`src/hdl/ppls_fifo.sv`:
```
// Small register queue with full and empty flags.
// Decouples the shader stages; no package dependencies.

module ppls_fifo #(
  parameter int W     = 8,
  parameter int DEPTH = 4
) (
  input  logic         clk,
  input  logic         rst_n,
  input  logic         push,
  input  logic [W-1:0] din,
  output logic         full,
  input  logic         pop,
  output logic [W-1:0] dout,
  output logic         empty
);

  localparam int AW = (DEPTH > 1) ? $clog2(DEPTH) : 1;

  logic [W-1:0]  mem_r [DEPTH];
  logic [AW-1:0] wr_ptr_r, rd_ptr_r;
  logic [AW:0]   cnt_r;
  logic          do_push, do_pop;

  assign full    = (cnt_r == (AW+1)'(DEPTH));
  assign empty   = (cnt_r == '0);
  assign do_push = push && !full;
  assign do_pop  = pop && !empty;
  assign dout    = mem_r[rd_ptr_r];

  // Store the incoming beat
  always_ff @(posedge clk) begin
    if (do_push) begin
      mem_r[wr_ptr_r] <= din;
    end
  end

  // Advance pointers and occupancy
  always_ff @(posedge clk) begin
    if (!rst_n) begin
      wr_ptr_r <= '0;
      rd_ptr_r <= '0;
      cnt_r    <= '0;
    end else begin
      if (do_push) begin
        wr_ptr_r <= (wr_ptr_r == AW'(DEPTH-1)) ? '0 : wr_ptr_r + 1'b1;
      end
      if (do_pop) begin
        rd_ptr_r <= (rd_ptr_r == AW'(DEPTH-1)) ? '0 : rd_ptr_r + 1'b1;
      end
      if (do_push && !do_pop) begin
        cnt_r <= cnt_r + 1'b1;
      end else if (do_pop && !do_push) begin
        cnt_r <= cnt_r - 1'b1;
      end
    end
  end

endmodule

```
`config.mk`:
```
export PLATFORM = sky130hd
export DESIGN_NAME = ppls_fifo
export DESIGN_NICKNAME = d
export VERILOG_FILES = /design/src/hdl/ppls_fifo.sv
export SDC_FILE = /design/constraint.sdc
export NUM_CORES = 1
export LEC_CHECK = 0
export ABC_CLOCK_PERIOD_IN_PS = 2800
export BUFFER_PORTS_ARGS = -buffer_cell sky130_fd_sc_hd__buf_2
export CAP_MARGIN = 20
export CORE_MARGIN = 3
export CORE_UTILIZATION = 55
export CTS_CLUSTER_SIZE = 14
export DETAILED_ROUTE_END_ITERATION = 7
export PLACE_DENSITY_LB_ADDON = 0.08
export SYNTH_ARGS = -nofsm -noshare
export SYNTH_HDL_FRONTEND = slang
export SYNTH_SLANG_ARGS = --single-unit
```
`constraint.sdc`:
```
create_clock -name clk -period 2.8 [get_ports clk]
set_input_delay 0.14 -clock clk [delete_from_list [all_inputs] [get_ports clk]]
set_output_delay 0.14 -clock clk [all_outputs]
set_load 0.005 [all_outputs]
```
==> results_dict.tcl, run 1 <==
set metrics [dict create \
    finalWirelength_mm 2.502 \
    ant_nets 0 \
    slew_violations 0 \
    design_power_total_mw 1.566 \
    synthCells 93 \
    drc 0 \
    antenna_cells 0 \
    place_area_mm2 0.001757 \
    hold_viol_final 0 \
    yosysTopAreaCellShare_pct 58.94 \
    wl_met3_um 119 \
    path_class "reg2reg" \
    dr.pass1.iters 4 \
    layout_common_cells "32 x edfxtp_1, 21 x buf_2, 9 x dfxtp_1, 8 x mux4_2, 7 x dlygate4sd3_1" \
    nFillCells 190 \
    p_per_area_mw_per_mm2 821.5 \
    vias 829 \
    insertion_delay_ns 0.34 \
    synth_top_family_by_area "multiplexers" \
    synth_seq_cells 41 \
    p_leak_nw 0.6999 \
    avgViaCountPerCell 5.314 \
    cts.sinks 41 \
    io_pins 22 \
    postLayoutCoreUtil_pct 68.51 \
    ys_seq_area_share_pct 69.99 \
    stdcell_count 156 \
    overflow 0 \
    outcome "completed" \
    setup_tns_ns 0 \
    yosys_warnings 0 \
    place_inst 141 \
    grt_max_degree 14 \
    cp-start-kind "flip-flop" \
    syn-num-nets 112 \
    routed.top_layer "met4" \
    numPortBuffers 21 \
    fin_crit_sh_pct 86.26 \
    peakVddDrop_uv 617.9 \
    synth.avg_cell_area_um2 17.53 \
    synth_cell_type_count 23 \
    relSlewSlack_pct 62.55 \
    dp_hpwl_mm 1.794 \
    grt_pass1_wl_mm 3.912 \
    clk_path_buf_depth 2 \
    layout.area.seq_mm2 0.001141 \
    layout_min_cycle_time_ns 2.415 \
    arrival_ns 2.68 \
    cts-htree-levels 2 \
    synth_compound_area_share_pct 1.842 \
    drive_above_1_share_pct 29.60 \
    end_kind "flip-flop" \
    post_drt_wl_per_cell_um 16.04 \
    cts_buffers 5 \
    fp-row-count 19 \
    cts_tree "built" \
    dp_slack_ns 0.3954 \
    synth_xor_area_share_pct 1.074 \
    synth-adder-area-share_pct 5.833 \
    die_area_mm2 0.003654 \
    antenna_found_initial 0 \
    skew_ns 0.008568 \
    num-nets-final 143 \
    coreArea_mm2 0.002781 \
    synthMuxAreaShare_pct 12.89 \
    grt_pass1_vias 838 \
    die_y_um 60.45 \
    required_ns 3.07 \
    rsz0062_at_grt "false" \
    multiInputGateArea_um2 460.4 \
    hold_path.class "in2reg" \
    initial_core_util_pct 58.61 \
    drt_iter0_drc 23 \
    area_growth_pct 16.88 \
    final_common_cell "edfxtp_1" \
    setup_violations 0 \
    synth_top_cell_by_area "edfxtp_1" \
    worst-path-max-fanout 5 \
    wl_met1_mm 1.020 \
    route.met2.wl_mm 1.329 \
    die_w_um 60.45 \
    fin_area_mm2 0.001906 \
    clk_pin_slew_ns 0.11 \
    max-cap-violations 0 \
    synth_area_mm2 0.001630 \
    finalWorstSetupSlack_ns 0.3848 \
    place.gp.congestion 0.7007 \
    worst_pin_slew_ns 0.5570 \
    fmax_mhz 414.0 \
    synthSimpleGateAreaFrac_pct 6.600 \
    grt_util_all_layers_pct 16.07 \
    cts-root-buf "clkbuf_4" \
    synth_area_leaders "edfxtp_1 59%, dfxtp_1 11%, mux4_2 11%" \
    whs_ns 0.02292 \
]
[cell type report]
class,count,area share [%]
multi-input combinational,45,24.16
clock buffer,5,1.970
timing repair buffer,28,9.192
tap,31,2.035
inverter,3,0.5909
clock inverter,3,2.167
sequential,41,59.88
[cells by family after synthesis]
| group | count (synthesis) |
|---|---|
| buf+inv | 7 |
| mux | 11 |
| flops | 41 |
| xor+xnor | 2 |
| fa+ha+maj | 7 |
| simple gates | 20 |
| compound gates | 5 |
[worst max-delay path, cell delays in order (launching register included)]
cell	delay, ns
dfxtp_1	0.39
o31ai_1	0.53
ha_1	0.30
inv_1	0.07
fa_1	0.38
xor2_1	0.17
or3_1	0.31
a21boi_0	0.19
[worst paths after layout]
kind	start	endpoint	slack [ns]	depth (start not counted)
worst min register to register	wr_ptr_r[1]	wr_ptr_r[1]	0.51	2
worst max-delay path	cnt_r[0]	cnt_r[2]	0.38	7
worst min-delay path	din[4]	mem_r[2][4]	0.02	1
worst max register to register	cnt_r[0]	cnt_r[2]	0.38	7
[what timing repair did]
action,in CTS,in global routing
buffers inserted,0,0
endpoints found under the hold margin,4,21
gates resized for setup,0,0
hold buffers,1,6
[synthesized netlist by cell type]
| cell type | number |
|---|---|
| edfxtp_1 | 32 |
| dfxtp_1 | 9 |
| mux4_2 | 8 |
| ha_1 | 6 |
| nand2_1 | 6 |
| and2_1 | 5 |
| inv_1 | 3 |
| mux2i_1 | 3 |
| o21ai_0 | 3 |
| buf_2 | 2 |
| nand3_1 | 2 |
| nor2_1 | 2 |
| nor2b_1 | 2 |
| a21boi_0 | 1 |
| buf_1 | 1 |
| clkbuf_1 | 1 |
| fa_1 | 1 |
| nor3_1 | 1 |
| nor3b_2 | 1 |
| o31ai_1 | 1 |
| or3_1 | 1 |
| xnor2_1 | 1 |
| xor2_1 | 1 |
[state kept, by name, summed over array words and instances (netlist names), named ones only]
signal,flops
cnt_r,3
rd_ptr_r,2
mem_r,32
wr_ptr_r,2
[where the power goes]
group	switching (mW)	internal (mW)
registers	0.0811	0.748
clock network	0.182	0.185
logic	0.158	0.211
total	0.421	1.14
[layer usage]
metal,global-route usage [%],vias up
met4,4.644,0
met1,17.63,394
li1,-,414
met2,27.78,16
met5,0,-
met3,7.872,5
No activity file was read; power rests on OpenSTA's default activity.
==> run 2, diff against run 1 <==
- ABC_CLOCK_PERIOD_IN_PS: 2800 -> 2470
- CORE_ASPECT_RATIO: not set -> 0.7
- clock period: 2.8 -> 2.47 ns (I/O delays scaled with it)
==> run 2 against run 1 <==
  * Via count down 0.97%
  * Hold slack better by 0.028 ns
  * Die area grew 0.28%
  * Sequential cell count is the same
  * Count of clock-buffer cells in the layout grew 3
  * Sequential power is 13% higher
  * Clock power is 17% higher
  * Maximum frequency increased by 14%
  * Register-to-register slack got worse by 0.03 ns
  * Critical path type unchanged
  * Critical endpoint unchanged
  * Largest cell class unchanged
==> results_dict.tcl, run 2 (synthesized netlist as in run 1, its figures left out) <==
set metrics [dict create \
    rsz0062_at_grt "false" \
    num-nets-final 138 \
    postLayoutCoreUtil_pct 71.00 \
    fp-row-count 15 \
    dr.pass1.iters 4 \
    largest_registers "mem_r: 32 flops, cnt_r: 3 flops" \
    relSlewSlack_pct 62.99 \
    reg2reg_to "cnt_r[2]" \
    finalWirelength_mm 2.440 \
    multiInputGateArea_um2 460.4 \
    use_met1_pct 18.81 \
    die_area_mm2 0.003664 \
    met2_usage_pct 23.69 \
    reg2reg_setup_slack_ns 0.35 \
    avgViaCountPerCell 5.331 \
    drc 0 \
    io_pins 22 \
    coreArea_mm2 0.002628 \
    hold_path.class "in2reg" \
    ctsHoldBuffers 0 \
    initial_core_util_pct 62.05 \
    place.gp.congestion 0.7433 \
    dp_hpwl_mm 1.781 \
    gr-max-usage-layer "met2" \
    cts_resized 0 \
    largest-register "mem_r" \
    ant_nets 0 \
    grt_max_degree 13 \
    setup_violations 0 \
    insertion_delay_ns 0.28 \
    final_common_cell "edfxtp_1" \
    cts-htree-levels 2 \
    layout_common_cells "32 x edfxtp_1, 21 x buf_2, 9 x dfxtp_1, 8 x mux4_2" \
    p_leak_nw 0.6867 \
    cts_buffers 5 \
    cts_tree "built" \
    whs_ns 0.05065 \
    die_w_um 71.08 \
    layout_min_cycle_time_ns 2.118 \
    cp_slowest_cell "dfxtp_1" \
    post_drt_wl_per_cell_um 15.84 \
    required_ns 2.68 \
    die_y_um 51.55 \
    nFillCells 182 \
    grt_util_all_layers_pct 14.83 \
    largest_reg_flops 32 \
    end_kind "flip-flop" \
    fin_crit_sh_pct 85.74 \
    skew_ns 0.007713 \
    antenna_found_initial 0 \
    vias 821 \
    fmax_mhz 472.2 \
    design_power_total_mw 1.792 \
    cts-root-buf "clkbuf_8" \
    arrival_ns 2.32 \
    worst_pin_slew_ns 0.5543 \
    path_class "reg2reg" \
    worstHoldPathCells 1 \
    drt_iter0_drc 34 \
    slew_violations 0 \
    overflow 0 \
    setup_tns_ns 0 \
    hold_viol_final 0 \
    antenna_cells 0 \
    cp_top_family "adder cells" \
    grt_use_met3_pct 6.564 \
    drive_above_1_share_pct 31.67 \
    numPortBuffers 21 \
    grt_pass1_wl_mm 3.905 \
    hp-start "din[5]" \
    cp-start-kind "flip-flop" \
    peakVddDrop_uv 721.5 \
    crit_buf_inv 1 \
    reg2reg_from "cnt_r[0]" \
    max_stage_delay_ns 0.38 \
    path_cells "o31ai_1 -> ha_1 -> inv_1 -> fa_1 -> xor2_1 -> or3_1 -> a21boi_0" \
    grt_pass1_vias 811 \
    cts.sinks 41 \
    area_growth_pct 14.43 \
    clk_path_buf_depth 2 \
    layout.area.seq_mm2 0.001141 \
    outcome "completed" \
    min_to "mem_r[1][5]" \
    p_per_area_mw_per_mm2 960.6 \
    clk_pin_slew_ns 0.07 \
    max-cap-violations 0 \
    reg2reg_depth 7 \
    worst-path-max-fanout 5 \
    post_cts_buffers 0 \
]
[run 2: worst max path at each step]
| stage | start | endpoint | slack [ns] | depth (start not counted) |
|---|---|---|---|---|
| floorplan | cnt_r[0] | cnt_r[2] | 0.38 | 7 |
| finish | cnt_r[0] | cnt_r[2] | 0.35 | 7 |
| CTS | cnt_r[0] | cnt_r[2] | 0.34 | 7 |
| global placement | cnt_r[0] | cnt_r[2] | 0.49 | 7 |
| global route | cnt_r[0] | cnt_r[2] | 0.20 | 7 |
| detailed placement | cnt_r[0] | cnt_r[2] | 0.35 | 7 |
[run 2: layout make-up]
cell class                 count  area share (%)
clock buffer                   8           4.829
inverter                       3          0.6036
multi-input combinational     45           24.68
sequential                    41           61.17
tap                           34           2.280
timing repair buffer          23           6.439
[run 2: power by group]
part	total (mW)	internal [mW]	switching, mW
Sequential	0.942	0.849	0.0932
Clock	0.429	0.228	0.201
Combinational	0.421	0.242	0.179
Total	1.79	1.32	0.474
[run 2: per-layer routing]
| layer | vias to the layer above | part of all wire, % | routed length [um] |
|---|---|---|---|
| li1 | 399 | - | - |
| met1 | 403 | 46 | 1112 |
| met2 | 17 | 48 | 1181 |
| met3 | 2 | 5.7 | 140 |
| met4 | 0 | 0.25 | 6 |
| met5 | - | 0 | 0 |
[run 2: metrics by stage]
| step | instance area, um^2 | std cells | setup WS, ns |
|---|---|---|---|
| detailed placement | 1775 | 146 | 0.3479 |
| CTS | 1866 | 154 | 0.3407 |
| global placement | 1775 | 146 | 0.4890 |
| finish | 1866 | 154 | 0.3522 |
| floorplan | 1630 | 93 | 0.3771 |
| global route | 1866 | 154 | 0.1991 |
==> run 3, diff against run 2 <==
- BUFFER_PORTS_ARGS: -buffer_cell sky130_fd_sc_hd__buf_2 -> not set
- CORE_UTILIZATION: 55 -> 60
- DONT_BUFFER_PORTS: not set -> 1
- MAX_ROUTING_LAYER: not set -> met4
==> run 3 against run 2 <==
  * Global-route usage is 3.2 points higher
  * Wire length is 0.94% higher
  * Highest routed layer unchanged
  * Worst setup slack better by 0.045 ns
  * Sequential cell count stayed put
  * Total power is 5.1% lower
  * First-iteration DRC count is 21% lower
  * Count of clock-buffer cells in the layout is 1 lower
  * Clock power is 7.7% lower
==> results_dict.tcl, run 3 (synthesized netlist as in run 1, its figures left out) <==
set metrics [dict create \
    fin_crit_sh_pct 83.93 \
    drive_above_1_share_pct 15.74 \
    ctsHoldBuffers 9 \
    slew_violations 0 \
    grt_max_degree 13 \
    die_y_um 49.61 \
    cts_buffers 5 \
    reg2reg_setup_slack_ns 0.40 \
    layout_min_cycle_time_ns 2.073 \
    numPortBuffers 0 \
    worstSetupStartpoint "cnt_r[0]" \
    die_w_um 68.31 \
    max-cap-violations 0 \
    p_per_area_mw_per_mm2 923.7 \
    max_stage_delay_ns 0.38 \
    antenna_found_initial 0 \
    cts-htree-levels 2 \
    cp_num_cells 7 \
    path_cells "o31ai_1 -> ha_1 -> inv_1 -> fa_1 -> xor2_1 -> or3_1 -> a21boi_0" \
    io_pins 22 \
    grt_util_all_layers_pct 18.08 \
    cts-root-buf "clkbuf_8" \
    insertion_delay_ns 0.28 \
    worst_pin_slew_ns 0.5282 \
    hold_viol_final 0 \
    reg2reg_to "cnt_r[2]" \
    largest_reg_flops 32 \
    cp_top_family "adder cells" \
    setup_tns_ns 0 \
    clk_path_buf_depth 2 \
    post_cts_buffers 0 \
    peakVddDrop_uv 535.9 \
    fmax_mhz 482.4 \
    relSlewSlack_pct 64.74 \
    rsz0062_at_grt "false" \
    fp-row-count 15 \
    cp_slowest_cell "fa_1" \
    place.gp.congestion 0.8221 \
    required_ns 2.68 \
    hold_path.class "in2reg" \
    drc 0 \
    crit_buf_inv 1 \
    clk_pin_slew_ns 0.07 \
    coreArea_mm2 0.002515 \
    cts_tree "built" \
    path_class "reg2reg" \
    end_kind "flip-flop" \
    worst-path-max-fanout 5 \
    area_growth_pct 12.97 \
    die_area_mm2 0.003389 \
    antenna_cells 0 \
    overflow 0 \
    largest_registers "mem_r: 32 flops, cnt_r: 3 flops" \
    arrival_ns 2.28 \
    layout_common_cells "32 x edfxtp_1, 9 x dfxtp_1, 9 x dlygate4sd3_1, 8 x mux4_2" \
    grt_pass1_vias 813 \
    p_leak_nw 0.6371 \
    grt_pass1_wl_mm 4.057 \
    drt_iter0_drc 27 \
    reg2reg_depth 7 \
    routed.top_layer "met4" \
    reg2reg_from "cnt_r[0]" \
    setup_violations 0 \
    post_drt_wl_per_cell_um 17.35 \
    outcome "completed" \
    place_area_mm2 0.001670 \
    cts.sinks 41 \
    initial_core_util_pct 64.83 \
    vias 777 \
    skew_ns 0.005052 \
    wl_met1_mm 1.101 \
    cts_resized 0 \
    endpoint "cnt_r[2]" \
    wl_met3_um 127 \
    ant_nets 0 \
    cp-start-kind "flip-flop" \
    largest-register "mem_r" \
    num-nets-final 126 \
    finalWirelength_mm 2.463 \
    final_common_cell "edfxtp_1" \
    fin_area_mm2 0.001842 \
    route.met2.wl_mm 1.193 \
    avgViaCountPerCell 5.472 \
    dr.pass1.iters 4 \
]
[run 3: where the power goes]
group	total (mW)	switching (mW)	internal (mW)
clock network	0.396	0.199	0.198
logic	0.363	0.163	0.200
registers	0.942	0.0920	0.850
total	1.70	0.454	1.25
[run 3: how the worst min path moves through the flow]
stage / slack [ns] / cells after the start / endpoint / start
2_1_floorplan: 0.22 / 0 / mem_r[0][0] / din[0]
3_3_place_gp: 0.22 / 0 / mem_r[1][4] / din[4]
3_5_place_dp: 0.22 / 0 / mem_r[0][7] / din[7]
4_1_cts: 0.01 / 2 / rd_ptr_r[0] / rst_n
5_1_grt: 0.04 / 2 / rd_ptr_r[0] / rst_n
6_report: 0.02 / 2 / flip-flop / rst_n
[run 3: area by class of cell]
cell class	count	area, um^2
clock buffer	7	76.32
clock inverter	1	5.005
fill	165	673.1
inverter	3	11.26
multi-input combinational	45	460.4
sequential	41	1141
tap	34	42.54
timing repair buffer	11	105.1
[run 3: layer usage]
metal  vias to the layer above  global-route usage (%)
met5                         -                       -
met3                         7                   5.467
met1                       375                   24.44
li1                        377                       -
met4                         0                   7.921
met2                        18                   25.44
[run 3: through the flow]
step / hold slack, ns / instances / power, mW / worst slack [ns] / utilization (%)
3_5_place_dp: 0.2225 / 125 / 1.305 / 0.4130 / 66.42
2_1_floorplan: 0.2224 / 93 / 1.225 / 0.3771 / -
5_1_grt: 0.04065 / 142 / 1.812 / 0.2468 / 73.23
4_1_cts: 0.01292 / 142 / 1.719 / 0.4021 / 73.23
3_3_place_gp: 0.2225 / 125 / 1.289 / 0.4755 / 66.42
6_report: 0.02021 / 142 / 1.701 / 0.3970 / 73.23
[run 3: worst register-to-register path: stages (launching register included)]
cell      delay, ns
dfxtp_1        0.37
o31ai_1        0.34
ha_1           0.24
inv_1          0.06
fa_1           0.38
xor2_1         0.15
or3_1          0.30
a21boi_0       0.16
